## src/rtl/i2ctr_pkg.sv

```systemverilog
`timescale 1ns / 1ps
// ----------------------------------------------------------------------------
// I2C target receiver package
// Shared types and constants for the receiver datapath and its registers.
// ----------------------------------------------------------------------------
package i2ctr_pkg;

	// Configuration register indexes.
	localparam logic REG_OWN_ADDRESS = 1'b0;
	localparam logic REG_DATA_LENGTH = 1'b1;

	localparam logic [6:0] OWN_ADDRESS_RST = 7'h18;
	localparam logic [7:0] DATA_LENGTH_RST = 8'd1;

	// Bus phases of the receiver.
	localparam logic [2:0] PH_IDLE  = 3'd0;
	localparam logic [2:0] PH_ADDR  = 3'd1;
	localparam logic [2:0] PH_DATA  = 3'd2;
	localparam logic [2:0] PH_ACK   = 3'd3;
	localparam logic [2:0] PH_NOACK = 3'd4;

	localparam logic [3:0] BITS_PER_BYTE = 4'd8;
	localparam logic [3:0] ACK_BIT       = 4'd9;
	localparam logic [7:0] COUNT_MAX     = 8'd255;

	typedef struct packed {
		logic [6:0] own_address;
		logic [7:0] data_length;
	} cfg_t;

	typedef struct packed {
		logic       sda_pull_low;
		logic       byte_valid;
		logic [7:0] byte_value;
		logic       is_address;
		logic       last_byte;
		logic       stop_seen;
	} res_t;

endpackage

```

## src/rtl/i2ctr_cfg_regs.sv

```systemverilog
`timescale 1ns / 1ps
// ----------------------------------------------------------------------------
// I2C target receiver configuration registers
// Holds the own address and the acknowledged data length.
// ----------------------------------------------------------------------------
module i2ctr_cfg_regs
	import i2ctr_pkg::*;
(
	input  logic       clk,
	input  logic       arst_n,
	input  logic       wr_en,
	input  logic       wr_index,
	input  logic [7:0] wr_data,
	output cfg_t       cfg
);

	cfg_t cfg_q;

	always_ff @(posedge clk or negedge arst_n) begin
		if (!arst_n) begin
			cfg_q.own_address <= OWN_ADDRESS_RST;
			cfg_q.data_length <= DATA_LENGTH_RST;
		end else if (wr_en) begin
			unique case (wr_index)
				REG_OWN_ADDRESS: cfg_q.own_address <= wr_data[6:0];
				REG_DATA_LENGTH: cfg_q.data_length <= wr_data;
				default: ;
			endcase
		end
	end

	assign cfg = cfg_q;

endmodule

```

## src/rtl/i2ctr_engine.sv

```systemverilog
`timescale 1ns / 1ps
// ----------------------------------------------------------------------------
// I2C target receiver engine
// Bus condition detection, bit shifting, address match and ack control.
// ----------------------------------------------------------------------------
module i2ctr_engine
	import i2ctr_pkg::*;
(
	input  logic clk,
	input  logic arst_n,
	input  logic step,
	input  logic scl,
	input  logic sda,
	input  cfg_t cfg,
	output res_t res
);

	logic       prev_scl_q, prev_sda_q;
	logic [2:0] phase_q, phase_d;
	logic [3:0] bit_count_q, bit_count_d;
	logic [7:0] shift_q, shift_d;
	logic [7:0] bytes_q, bytes_d;
	logic       ack_q, ack_d;

	logic       start, stop, rising, falling;
	logic [7:0] shift_in;
	logic [3:0] count_inc;
	logic       ack_ok;

	assign start   = prev_scl_q & scl & prev_sda_q & ~sda;
	assign stop    = prev_scl_q & scl & ~prev_sda_q & sda;
	assign rising  = ~prev_scl_q & scl;
	assign falling = prev_scl_q & ~scl;

	assign shift_in  = {shift_q[6:0], sda};
	assign count_inc = bit_count_q + 4'd1;
	assign ack_ok    = bytes_q < cfg.data_length;

	always_comb begin
		phase_d     = phase_q;
		bit_count_d = bit_count_q;
		shift_d     = shift_q;
		bytes_d     = bytes_q;
		ack_d       = ack_q;
		res         = '0;

		priority if (start) begin
			phase_d     = PH_ADDR;
			bit_count_d = '0;
			shift_d     = '0;
			bytes_d     = '0;
			ack_d       = 1'b0;
		end else if (stop) begin
			res.stop_seen = (phase_q != PH_IDLE);
			phase_d       = PH_IDLE;
			bit_count_d   = '0;
			shift_d       = '0;
			ack_d         = 1'b0;
		end else if (phase_q == PH_ADDR || phase_q == PH_DATA) begin
			if (rising) begin
				shift_d     = shift_in;
				bit_count_d = count_inc;
				if (count_inc >= BITS_PER_BYTE) begin
					bit_count_d = BITS_PER_BYTE;
					if (phase_q == PH_ADDR) begin
						if (shift_in[7:1] == cfg.own_address) begin
							res.byte_valid = 1'b1;
							res.byte_value = shift_in;
							res.is_address = 1'b1;
							phase_d        = PH_ACK;
						end else begin
							phase_d     = PH_IDLE;
							bit_count_d = '0;
						end
					end else begin
						res.byte_valid = 1'b1;
						res.byte_value = shift_in;
						res.last_byte  = ack_ok &&
							({1'b0, bytes_q} + 9'd1 == {1'b0, cfg.data_length});
						if (bytes_q < COUNT_MAX)
							bytes_d = bytes_q + 8'd1;
						phase_d = ack_ok ? PH_ACK : PH_NOACK;
					end
				end
			end
		end else if (phase_q == PH_ACK || phase_q == PH_NOACK) begin
			if (falling) begin
				if (bit_count_q == BITS_PER_BYTE) begin
					ack_d       = (phase_q == PH_ACK);
					bit_count_d = ACK_BIT;
				end else begin
					ack_d       = 1'b0;
					bit_count_d = '0;
					shift_d     = '0;
					phase_d     = PH_DATA;
				end
			end
		end else begin
			// Idle: everything holds until the next start.
		end

		res.sda_pull_low = ack_d;
	end

	always_ff @(posedge clk or negedge arst_n) begin
		if (!arst_n) begin
			prev_scl_q  <= 1'b1;
			prev_sda_q  <= 1'b1;
			phase_q     <= PH_IDLE;
			bit_count_q <= '0;
			shift_q     <= '0;
			bytes_q     <= '0;
			ack_q       <= 1'b0;
		end else if (step) begin
			prev_scl_q  <= scl;
			prev_sda_q  <= sda;
			phase_q     <= phase_d;
			bit_count_q <= bit_count_d;
			shift_q     <= shift_d;
			bytes_q     <= bytes_d;
			ack_q       <= ack_d;
		end
	end

endmodule

```

## src/rtl/i2c_target_receiver_unit.sv

```systemverilog
`timescale 1ns / 1ps
// ----------------------------------------------------------------------------
// I2C target receiver unit
// The result of an accepted pin sample is registered onto the output.
// Throughput: one sample per cycle; the output register is reloaded in the
// same cycle its result is taken, so only a stalled output holds the input.
// Reset: asynchronous; pins read as idle high, phase idle, drive released,
// own address 0x18 and data length 1, no result pending.
// ----------------------------------------------------------------------------
module i2c_target_receiver_unit
	import i2ctr_pkg::*;
(
	input  logic        clk,
	input  logic        arst_n,
	input  logic        s_tvalid,
	output logic        s_tready,
	input  logic [7:0]  s_tdata,    // [0] scl_level, [1] sda_level, [7:2] zero
	output logic        m_tvalid,
	input  logic        m_tready,
	output logic [15:0] m_tdata,    // [0] sda_pull_low, [1] byte_valid,
	                                // [9:2] byte_value, [10] stop_seen, [15:11] zero
	output logic        m_tuser,    // [0] is_address
	output logic        m_tlast,    // last_byte
	input  logic        cfg_valid,
	output logic        cfg_ready,
	input  logic        cfg_index,
	input  logic [7:0]  cfg_data
);

	cfg_t cfg;
	res_t res;
	res_t res_q;
	logic m_valid_q;
	logic step;

	assign cfg_ready = 1'b1;
	assign s_tready  = ~m_valid_q | m_tready;
	assign step      = s_tvalid & s_tready;

	i2ctr_cfg_regs u_cfg (
		.clk      (clk),
		.arst_n   (arst_n),
		.wr_en    (cfg_valid & cfg_ready),
		.wr_index (cfg_index),
		.wr_data  (cfg_data),
		.cfg      (cfg)
	);

	i2ctr_engine u_engine (
		.clk    (clk),
		.arst_n (arst_n),
		.step   (step),
		.scl    (s_tdata[0]),
		.sda    (s_tdata[1]),
		.cfg    (cfg),
		.res    (res)
	);

	always_ff @(posedge clk or negedge arst_n) begin
		if (!arst_n) begin
			m_valid_q <= 1'b0;
		end else if (s_tready) begin
			m_valid_q <= s_tvalid;
		end
	end

	always_ff @(posedge clk) begin
		if (step)
			res_q <= res;
	end

	assign m_tvalid = m_valid_q;
	assign m_tdata  = {5'd0, res_q.stop_seen, res_q.byte_value, res_q.byte_valid,
		res_q.sda_pull_low};
	assign m_tuser  = res_q.is_address;
	assign m_tlast  = res_q.last_byte;

	// A completed byte falls on a rising clock, when the ack drive is released.
	a_byte_no_drive: assert property (@(posedge clk) disable iff (!arst_n)
		m_valid_q && res_q.byte_valid |-> !res_q.sda_pull_low)
		else $error("byte reported while SDA is driven");

	a_last_is_data: assert property (@(posedge clk) disable iff (!arst_n)
		m_valid_q && res_q.last_byte |-> res_q.byte_valid && !res_q.is_address)
		else $error("last byte flag without a data byte");

	a_stop_no_byte: assert property (@(posedge clk) disable iff (!arst_n)
		m_valid_q && res_q.stop_seen |-> !res_q.byte_valid)
		else $error("stop and byte in the same result");

	a_accept_gives_result: assert property (@(posedge clk) disable iff (!arst_n)
		step |=> m_valid_q)
		else $error("accepted sample produced no result");

endmodule
```

## config.mk

```make
export PLATFORM = sky130hd
export DESIGN_NAME = i2c_target_receiver_unit
export DESIGN_NICKNAME = d
export VERILOG_FILES = /design/src/rtl/i2ctr_pkg.sv /design/src/rtl/i2ctr_cfg_regs.sv /design/src/rtl/i2ctr_engine.sv /design/src/rtl/i2c_target_receiver_unit.sv
export SDC_FILE = /design/constraint.sdc
export NUM_CORES = 1
export LEC_CHECK = 0
export BUFFER_PORTS_ARGS = -buffer_cell sky130_fd_sc_hd__buf_4
export CAP_MARGIN = 20
export CORE_ASPECT_RATIO = 0.9
export CORE_MARGIN = 1
export CORE_UTILIZATION = 50
export CTS_BUF_LIST = sky130_fd_sc_hd__clkbuf_2 sky130_fd_sc_hd__clkbuf_4 sky130_fd_sc_hd__clkbuf_8
export CTS_CLUSTER_SIZE = 24
export DETAILED_ROUTE_END_ITERATION = 6
export PLACE_DENSITY_LB_ADDON = 0.1
export REMOVE_ABC_BUFFERS = 1
export SLEW_MARGIN = 20
export SYNTH_ARGS = -nofsm -noshare
export SYNTH_HDL_FRONTEND = slang
export SYNTH_SLANG_ARGS = --single-unit
```

## constraint.sdc

```tcl
create_clock -name clk -period 2.39 [get_ports clk]
set_clock_uncertainty 0.05 [all_clocks]
set_input_delay 0.3585 -clock clk [delete_from_list [all_inputs] [get_ports clk]]
set_output_delay 0.3585 -clock clk [all_outputs]
set_load 0.02 [all_outputs]
```

==> results of run 1 <==
## sequential cells by signal, summed over array words and instances (netlist names)
name	flops
u_engine.phase_q	3
u_engine.prev_sda_q	1
m_tlast	1
u_engine.ack_q	1
m_tdata	11
u_cfg.cfg	15
m_tuser	1
u_engine.bytes_q	8
u_engine.shift_q	7
u_engine.bit_count_q	4
m_tvalid	1
u_engine.prev_scl_q	1
## worst max-delay path: stages (launching register included)
cell and delay (ns):
dfrtp_1 0.44, ha_1 0.27, and3_1 0.21, a21oi_1 0.22, nand3_4 0.15, or3_1 0.52, o31ai_1 0.23
## metal layers
| metal | track usage, % | wire, um | vias to the layer above |
|---|---|---|---|
| met4 | 5.172 | 0 | 0 |
| met5 | 0 | 0 | - |
| met2 | 31.51 | 2634 | 57 |
| li1 | - | - | 1071 |
| met3 | 3.684 | 248 | 0 |
| met1 | 27.59 | 3007 | 1046 |
## stage by stage
| step | total power (uW) | util, % | hold slack [ns] | setup WS, ns | cell area (um2) |
|---|---|---|---|---|---|
| detailed placement | 1997 | 57.84 | 0.3307 | 0.1998 | 3331 |
| CTS | 2531 | 59.56 | 0.1853 | 0.2079 | 3430 |
| finish | 2501 | 59.56 | 0.1983 | 0.2162 | 3430 |
| floorplan | 1730 | - | 0.01291 | 0.06205 | 2958 |
| global route | 2674 | 59.56 | 0.1811 | 0.06815 | 3430 |
| global placement | 1977 | 57.84 | 0.3322 | 0.2582 | 3331 |
## cell families after synthesis
kind of cell             Yosys count  share of synthesized area (%)
XOR/XNOR                          23                          7.518
AND/OR/NAND/NOR                   82                          15.28
multiplexers                      22                          8.096
buffers and inverters             33                          5.328
other                              2                         0.2479
flip-flops                        54                          46.96
adder cells (fa/ha/maj)           11                          4.544
AO/OA/AOI/OAI                     51                          12.02
## where the power goes
part	internal, uW	switching (uW)	total, uW
clock network	220	301	521
logic	332	420	751
registers	1080	152	1230
total	1630	873	2500
## layout make-up
cell class | instances | share of cell area [%]
Tap cell | 70 | 2.554
Clock inverter | 2 | 0.3648
Multi-Input combinational cell | 195 | 42.58
Sequential cell | 54 | 41.48
Timing Repair Buffer | 39 | 8.610
Inverter | 20 | 2.189
Clock buffer | 6 | 2.225
## placed cells by master (no fill, tap or decap), types with 6 or more instances in the layout
| cell | instances |
|---|---|
| buf_4 | 38 |
| nand3_1 | 9 |
| a21oi_1 | 9 |
| ha_1 | 11 |
| o31ai_1 | 16 |
| edfxtp_1 | 13 |
| nor3_1 | 11 |
| nand2_1 | 22 |
| conb_1 | 6 |
| xnor2_1 | 10 |
| xor2_1 | 11 |
| o21ai_0 | 7 |
| nor2_1 | 6 |
| dfrtp_1 | 36 |
| mux2_2 | 20 |
| inv_1 | 20 |
## worst max-delay path by stage
stage	depth (start not counted)	endpoint	from	slack, ns
global route	6	u_engine.bytes_q[3]	u_engine.bytes_q[0]	0.07
CTS	6	u_engine.bytes_q[4]	u_engine.bytes_q[0]	0.21
finish	6	u_engine.bytes_q[5]	u_engine.bytes_q[0]	0.22
global placement	6	u_engine.bytes_q[4]	u_engine.bytes_q[0]	0.26
floorplan	5	u_engine.bytes_q[2]	m_tvalid	0.06
detailed placement	6	u_engine.bytes_q[6]	u_engine.bytes_q[0]	0.20
## what timing repair did
item                                   CTS  global route
buffers inserted                         0             0
hold buffers                             1             0
endpoints found under the hold margin   36             0
==> run_results.csv, run 1 <==
group,metric,value,unit
finish,nFillCells,503,
sta,rsz0062_at_grt,"no",
synth,yosysTopAreaCell,"dfrtp_1",
clocking,clock-root-buffer,"clkbuf_8",
setup_path,crit_fanout,10,
drt,vias,2174,
synth,synth_seq_cells,54,
finish,regArea,0.001423,mm2
sta,hold_violations,0,
finish,area_delta_synth_final,13.22,%
hold_path,holdPathEnd,"m_tvalid",
floorplan,die_w,84.05,um
clocking,worstSkewPairLatency,0.31,ns
synth,synth-edff-count,13,
synth,synth_most_common_cell,"dfrtp_1",
drt,via_per_inst,5.632,
pwr,p_leak,0.001436,uW
floorplan,core,0.005758,mm2
drt,firstDrtPassIters,7,
sta,period_needed,2.174,ns
setup_path,r2r-start,"u_engine.bytes_q[0]",
sta,drv_slew,0,
run_status,status,"finished, violations left",
clocking,cts-resized-gates,0,
floorplan,die_h,75.84,um
sta,final.setup.tns,0,ns
drt,routed_wl,5890,um
global_route,antenna_found_initial,0,
hold_path,hold_class,"primary input to flip-flop",
drt,ant_nets,0,
sta,setup_viol,0,
setup_path,critPathRequiredTime,2.56,ns
clocking,cts_buffer_depth,2,
synth,yosys_warnings,0,
placed_design,hpwlAfterDp,4451,um
setup_path,critical_path_class,"flip-flop to flip-flop",
pwr,ir_worst_vdd,0.4490,mV
finish,multi_input_area,0.001460,mm2
sta,worst_pin_slew,0.5980,ns
run_status,violations,"DRC",
hold_path,hold-path-cell-count,2,
floorplan,start_util,52.61,%
synth,ys_top_cells_by_count,"dfrtp_1, nand2_1, inv_1, mux2_2, o31ai_1",
clocking,h-tree-depth,2,
synth,async_flop_share,75.93,%
setup_path,r2r_setup_slack,0.22,ns
floorplan,io_pins,43,
floorplan,row_count,26,
drt,wl_per_cell,15.26,um
hold_path,hp-start,"s_tvalid",
synth,synth.distinct_cells,52,
synth,synth_top_area_share,29.74,%
clocking,clk_pin_slew_worst_paths,0.10,ns
synth,syn_area,0.003029,mm2
global_route,grt_max_degree,42,
setup_path,worstPathArrival,2.35,ns
finish,nets,348,
global_route,grt_pass1_vias,2004,
clocking,cts_tree,"yes",
global_route,track_usage,19.56,%
global_route,grt_first_pass_wirelength,9591,um
synth,synthTopCellsByArea,"dfrtp_1, edfxtp_1, mux2_2, ha_1, dfstp_2",
floorplan,die_area,0.006374,mm2
finish,fin_cells,386,
drt,drt_iter0_drc,120,
setup_path,startpoint_type,"flip-flop",
finish,antenna_cells,0,
run,maxCapViolCount,0,
pwr,power_density,729.3,mW/mm2
setup_path,r2r_cells,6,
sta,max_freq,460.0,MHz
synth,synth_area_per_cell,10.90,um2
global_route,overflow,0,
clocking,cts.sink_count,54,
clocking,cts_buffers,5,
finish,drive_gt1_share,24.68,%
setup_path,r2r-end,"u_engine.bytes_q[5]",
synth,yosysSeqAreaShare,46.96,%
synth,synthCells,278,
sta,slew_headroom,60.05,%
placed_design,io_buffer_count,30,
synth,synthFlopType,"dfrtp_1",
placed_design,dp.cells,377,
placed_design,globalplace.congestion,0.8248,
setup_path,worst_setup_path_end_kind,"flip-flop",
sta,period_share,90.96,%
drt,drc_errors,6,
Note: power is estimated with default switching activity, not from simulation.
==> run 2, diff against run 1 <==
CELL_PAD_IN_SITES_DETAIL_PLACEMENT = 0   (was unset)
CELL_PAD_IN_SITES_GLOBAL_PLACEMENT = 1   (was unset)
CORE_UTILIZATION = 47   (was 50)
==> run 2 against run 1 <==
  * The run now ends clean
  * Global-route usage up 0.86 points
  * Sequential power barely moved
  * Sequential cell count did not move
  * Combinational power is 3.7% higher
  * Hold slack lost 0.015 ns
  * Sequential share of layout area shrank 0.63 points
  * Maximum frequency is 0.87% lower
  * First-iteration DRC count grew 21%
  * Via count grew 1.4%
  * Cell count is 4.9% higher
  * Utilization is 3.2 points lower
  * Critical path type unchanged
  * Largest power group unchanged
==> run_results.csv, run 2 (same netlist as run 1, synthesis figures left out) <==
group,metric,value,unit
clocking,cts.sink_count,54,
setup_path,critPathRequiredTime,2.55,ns
hold_path,hold_class,"primary input to flip-flop",
setup_path,critical_path_class,"flip-flop to flip-flop",
sta,hold_violations,0,
drt,ant_nets,0,
sta,finalWorstSetupSlack,0.1972,ns
floorplan,io_pins,43,
global_route,track_usage,20.42,%
pwr,power_density,733.1,mW/mm2
finish,antenna_cells,0,
pwr,p_leak,0.001447,uW
finish,nets,350,
clocking,h-tree-depth,2,
setup_path,worstPathArrival,2.35,ns
setup_path,startpoint_type,"flip-flop",
global_route,grt_pass1_vias,2122,
global_route,overflow,0,
floorplan,core,0.006182,mm2
sta,rsz0062_at_grt,"no",
setup_path,crit_fanout,10,
placed_design,io_buffer_count,30,
floorplan,die_h,78.16,um
drt,vias,2205,
sta,slew_headroom,52.33,%
clocking,worstSkewPairLatency,0.31,ns
floorplan,start_util,49.00,%
clocking,clock-root-buffer,"clkbuf_8",
run,maxCapViolCount,0,
clocking,cts_buffers,5,
placed_design,dp_slack,0.1371,ns
sta,max_freq,456.0,MHz
global_route,grt_max_degree,42,
clocking,cts_tree,"yes",
drt,firstDrtPassIters,4,
drt,drt_iter0_drc,145,
clocking,cts_buffer_depth,2,
finish,final_cell_mix,"buf_4, dfrtp_1, nand2_1",
sta,drv_slew,0,
pwr,ir_worst_vdd,0.3737,mV
finish,area_delta_synth_final,14.95,%
drt,wl_per_cell,15.65,um
finish,nFillCells,552,
sta,setup_viol,0,
sta,period_share,91.75,%
sta,worst_pin_slew,0.7150,ns
finish,layout.cells.most_common,"buf_4",
run_status,status,"complete, no violations",
drt,via_per_inst,5.444,
sta,final.setup.tns,0,ns
setup_path,worst_setup_path_end_kind,"flip-flop",
global_route,antenna_found_initial,0,
floorplan,die_area,0.006771,mm2
floorplan,die_w,86.63,um
placed_design,hpwlAfterDp,4787,um
clocking,post_cts_buffers,0,
placed_design,globalplace.congestion,0.8120,
clocking,clk_pin_slew_worst_paths,0.10,ns
floorplan,row_count,27,
drt,drc_errors,0,
finish,largest_register_ffs,15,
global_route,grt_first_pass_wirelength,10540,um
finish,drive_gt1_share,25.47,%
sta,period_needed,2.193,ns
drt,routed_wl,6337,um
run 2: final timing paths:
check / slack [ns] / depth (start not counted) / end / startpoint
worst min register to register: 0.47 / 1 / u_engine.ack_q / u_engine.ack_q
worst min-delay path: 0.18 / 2 / m_tvalid / s_tvalid
worst max-delay path: 0.20 / 6 / u_engine.bytes_q[2] / u_engine.bytes_q[0]
min in group asynchronous: 0.50 / 2 / u_engine.shift_q[4] / arst_n
max in group asynchronous: 1.40 / 2 / u_cfg.cfg[0] / arst_n
worst max register to register: 0.20 / 6 / u_engine.bytes_q[2] / u_engine.bytes_q[0]
run 2: repair_timing:
item	in CTS	in global routing
endpoints found under the hold margin	36	0
setup endpoints to repair	0	1
hold buffers	1	0
gates resized for setup	0	1
run 2: routing by layer:
metal  GRT usage, %  vias up  part of all wire [%]
met5              0        -                     0
met4          4.500        0                  0.85
li1               -     1086                     -
met2          32.22       47                    44
met1          29.61     1066                    51
met3          3.155        6                   3.5
run 2: worst max-delay path: stages, from the launching register on:
cell and delay, ns:
dfrtp_1 0.44, ha_1 0.28, and3_1 0.23, a21oi_1 0.22
nand3_4 0.16, or3_4 0.47, o31ai_1 0.24
run 2: metrics by stage:
step / power, uW / std cells / util (%) / cell area [um2] / hold WS (ns)
final: 2553 / 405 / 56.32 / 3482 / 0.1837
after global routing: 2721 / 405 / 56.32 / 3482 / 0.1792
after CTS: 2568 / 405 / 56.24 / 3477 / 0.1812
after detailed placement: 2013 / 396 / 54.46 / 3367 / 0.3355
after global placement: 2000 / 396 / 54.46 / 3367 / 0.3329
after floorplan: 1730 / 269 / - / 2958 / 0.01291
run 2: final cells by class:
class | count | area, um2 | area share (%)
Multi-Input combinational cell | 195 | 1465 | 42.08
Clock inverter | 2 | 17.52 | 0.5031
Tap cell | 87 | 108.9 | 3.126
Timing Repair Buffer | 41 | 310.3 | 8.911
Sequential cell | 54 | 1423 | 40.86
Clock buffer | 6 | 82.58 | 2.372
Inverter | 20 | 75.07 | 2.156
run 2: report_power, final:
part	total (uW)	switching [uW]	internal [uW]
registers	1220	141	1080
logic	779	442	336
clock network	557	318	239
total	2550	901	1650
==> run 3, diff against run 2 <==
CORE_UTILIZATION = 42   (was 47)
SLEW_MARGIN = 10   (was 20)
clock period = 1.9 ns   (was 2.39 ns; I/O delays follow)
==> run 3 against run 2 <==
  * The run now ends with setup timing left
  * Largest cell class unchanged
  * Register-to-register slack lost 0.20 ns
  * Count of clock-buffer cells in the layout is the same
  * Wire length up 18%
  * Global-route usage down 0.25 points
  * Sequential power is 22% higher
  * Largest power group unchanged
==> run_results.csv, run 3 (same netlist as run 1, synthesis figures left out) <==
group,metric,value,unit
hold_path,hold_class,"primary input to flip-flop",
global_route,grt_pass1_vias,2188,
sta,slew_headroom,63.46,%
run,maxCapViolCount,0,
finish,area_delta_synth_final,33.37,%
drt,wl_per_cell,16.69,um
finish,fin_cells,448,
finish,antenna_cells,0,
pwr,p_leak,0.001678,uW
sta,max_freq,525.3,MHz
drt,wl_met2,3487,um
sta,drv_slew,0,
global_route,antenna_found_initial,0,
setup_path,critical_path_class,"flip-flop to flip-flop",
setup_path,worstPathArrival,2.08,ns
floorplan,die_h,82.57,um
global_route,overflow,0,
run_status,violations,"setup timing",
placed_design,io_buffer_count,30,
sta,finalWorstSetupSlack,-0.003569,ns
setup_path,crit_fanout,7,
finish,regArea,0.001425,mm2
clocking,cts_buffers,5,
setup_path,critPathRequiredTime,2.08,ns
drt,ant_nets,0,
setup_path,startpoint_type,"flip-flop",
floorplan,row_count,28,
clocking,cts_tree,"yes",
clocking,clk_pin_slew_worst_paths,0.10,ns
drt,drt_iter0_drc,96,
clocking,clock-root-buffer,"clkbuf_8",
global_route,track_usage,20.17,%
drt,via_per_inst,5.415,
sta,hold_violations,0,
finish,multi_input_area,0.001725,mm2
run_status,status,"finished, violations left",
clocking,cts.sink_count,54,
floorplan,io_pins,43,
drt,firstDrtPassIters,4,
setup_path,startpoint,"u_engine.phase_q[1]",
floorplan,die_area,0.007556,mm2
finish,nFillCells,609,
finish,layout.cells.most_common,"buf_4",
drt,wl_met3,219,um
setup_path,r2r_setup_slack,-0.004,ns
floorplan,core,0.006761,mm2
floorplan,die_w,91.52,um
placed_design,dp.cells,436,
setup_path,worst_setup_path_end_kind,"flip-flop",
pwr,p_total,3568,uW
clocking,worstSkewPairLatency,0.31,ns
global_route,grt_max_degree,42,
setup_path,r2r-end,"u_engine.bytes_q[1]",
setup_path,r2r-start,"u_engine.phase_q[1]",
global_route,grt_first_pass_wirelength,11500,um
sta,setup_viol,2,
placed_design,globalplace.congestion,0.8013,
pwr,ir_worst_vdd,0.4493,mV
setup_path,r2r_cells,6,
sta,worst_pin_slew,0.5482,ns
drt,vias,2426,
clocking,cts_buffer_depth,2,
sta,period_share,100.2,%
finish,drive_gt1_share,43.02,%
placed_design,hpwlAfterDp,5541,um
clocking,h-tree-depth,2,
drt,drc_errors,0,
finish,nets,390,
drt,wl_met1,3749,um
finish,largest_register_ffs,15,
setup_path,cp-endpoint,"u_engine.bytes_q[1]",
floorplan,start_util,44.80,%
finish,final_cell_mix,"buf_4, dfrtp_1, nand2_1",
drt,routed.top_layer,"met4",
pwr,power_density,883.2,mW/mm2
sta,rsz0062_at_grt,"yes",
drt,routed_wl,7475,um
sta,period_needed,1.904,ns
[run 3: cell types whose count changed in the layout (fill, tap and decap cells not counted), moves of 3 or more]
cell      delta
nor2_2       +3
a21oi_1      -3
nor2_1       -3
buf_4       +38
o31ai_1      -8
o311ai_4     +3
o31ai_4      +6
o311ai_0     -5
[run 3: area by class of cell]
type	count	share of cell area, %
clock buffers	6	1.889
clock inverters	2	0.3407
inverters	20	1.858
multi-input cells	195	42.71
flip-flops and latches	54	35.27
well taps	90	2.787
repair buffers	81	15.14
[run 3: power breakdown]
group / switching [uW] / internal, uW
registers: 134 / 1350
clock network: 378 / 278
logic: 742 / 682
[run 3: repair_timing]
action / in CTS / in global routing
endpoints found under the setup margin: 13 / 25
hold endpoints to repair: 36 / 0
cloned: 0 / 1
pin swaps: 4 / 12
hold buffers: 1 / 0
resized for setup: 10 / 47
setup buffers: 0 / 2
[run 3: metal layers]
metal / up-vias / track usage, %
met2: 53 / 30.83
li1: 1160 / -
met5: - / 0
met4: 0 / 4.286
met3: 3 / 3.022
met1: 1210 / 30.22
[run 3: worst min-delay path by stage]
stage	slack [ns]	end	depth (start not counted)	startpoint
floorplan	-0.06	m_tvalid	0	arst_n
global placement	0.27	u_cfg.cfg[2]	1	arst_n
detailed placement	0.26	u_cfg.cfg[1]	1	arst_n
CTS	0.11	m_tvalid	2	s_tvalid
global route	0.11	m_tvalid	2	s_tvalid
finish	0.12	m_tvalid	2	s_tvalid
[run 3: worst max-delay path: stages, from the launching register on]
cell     delay (ns)
dfrtp_1        0.41
buf_4          0.15
xor2_2         0.15
and4b_4        0.29
nand3_4        0.09
or3_4          0.49
o22ai_1        0.20
[run 3: per-stage QoR]
stage / area, um2 / util [%] / hold WS, ns / setup slack (ns) / TNS (ns)
finish: 4040 / 59.75 / 0.1165 / -0.003569 / -0.003880
detailed placement: 3649 / 53.96 / 0.2649 / -0.1804 / -0.9924
CTS: 3772 / 55.79 / 0.1088 / 0.007799 / 0
global route: 4040 / 59.75 / 0.1136 / -0.07582 / -0.6567
floorplan: 2958 / - / -0.06059 / -0.4279 / -5.601
global placement: 3649 / 53.96 / 0.2663 / -0.09037 / -0.4851
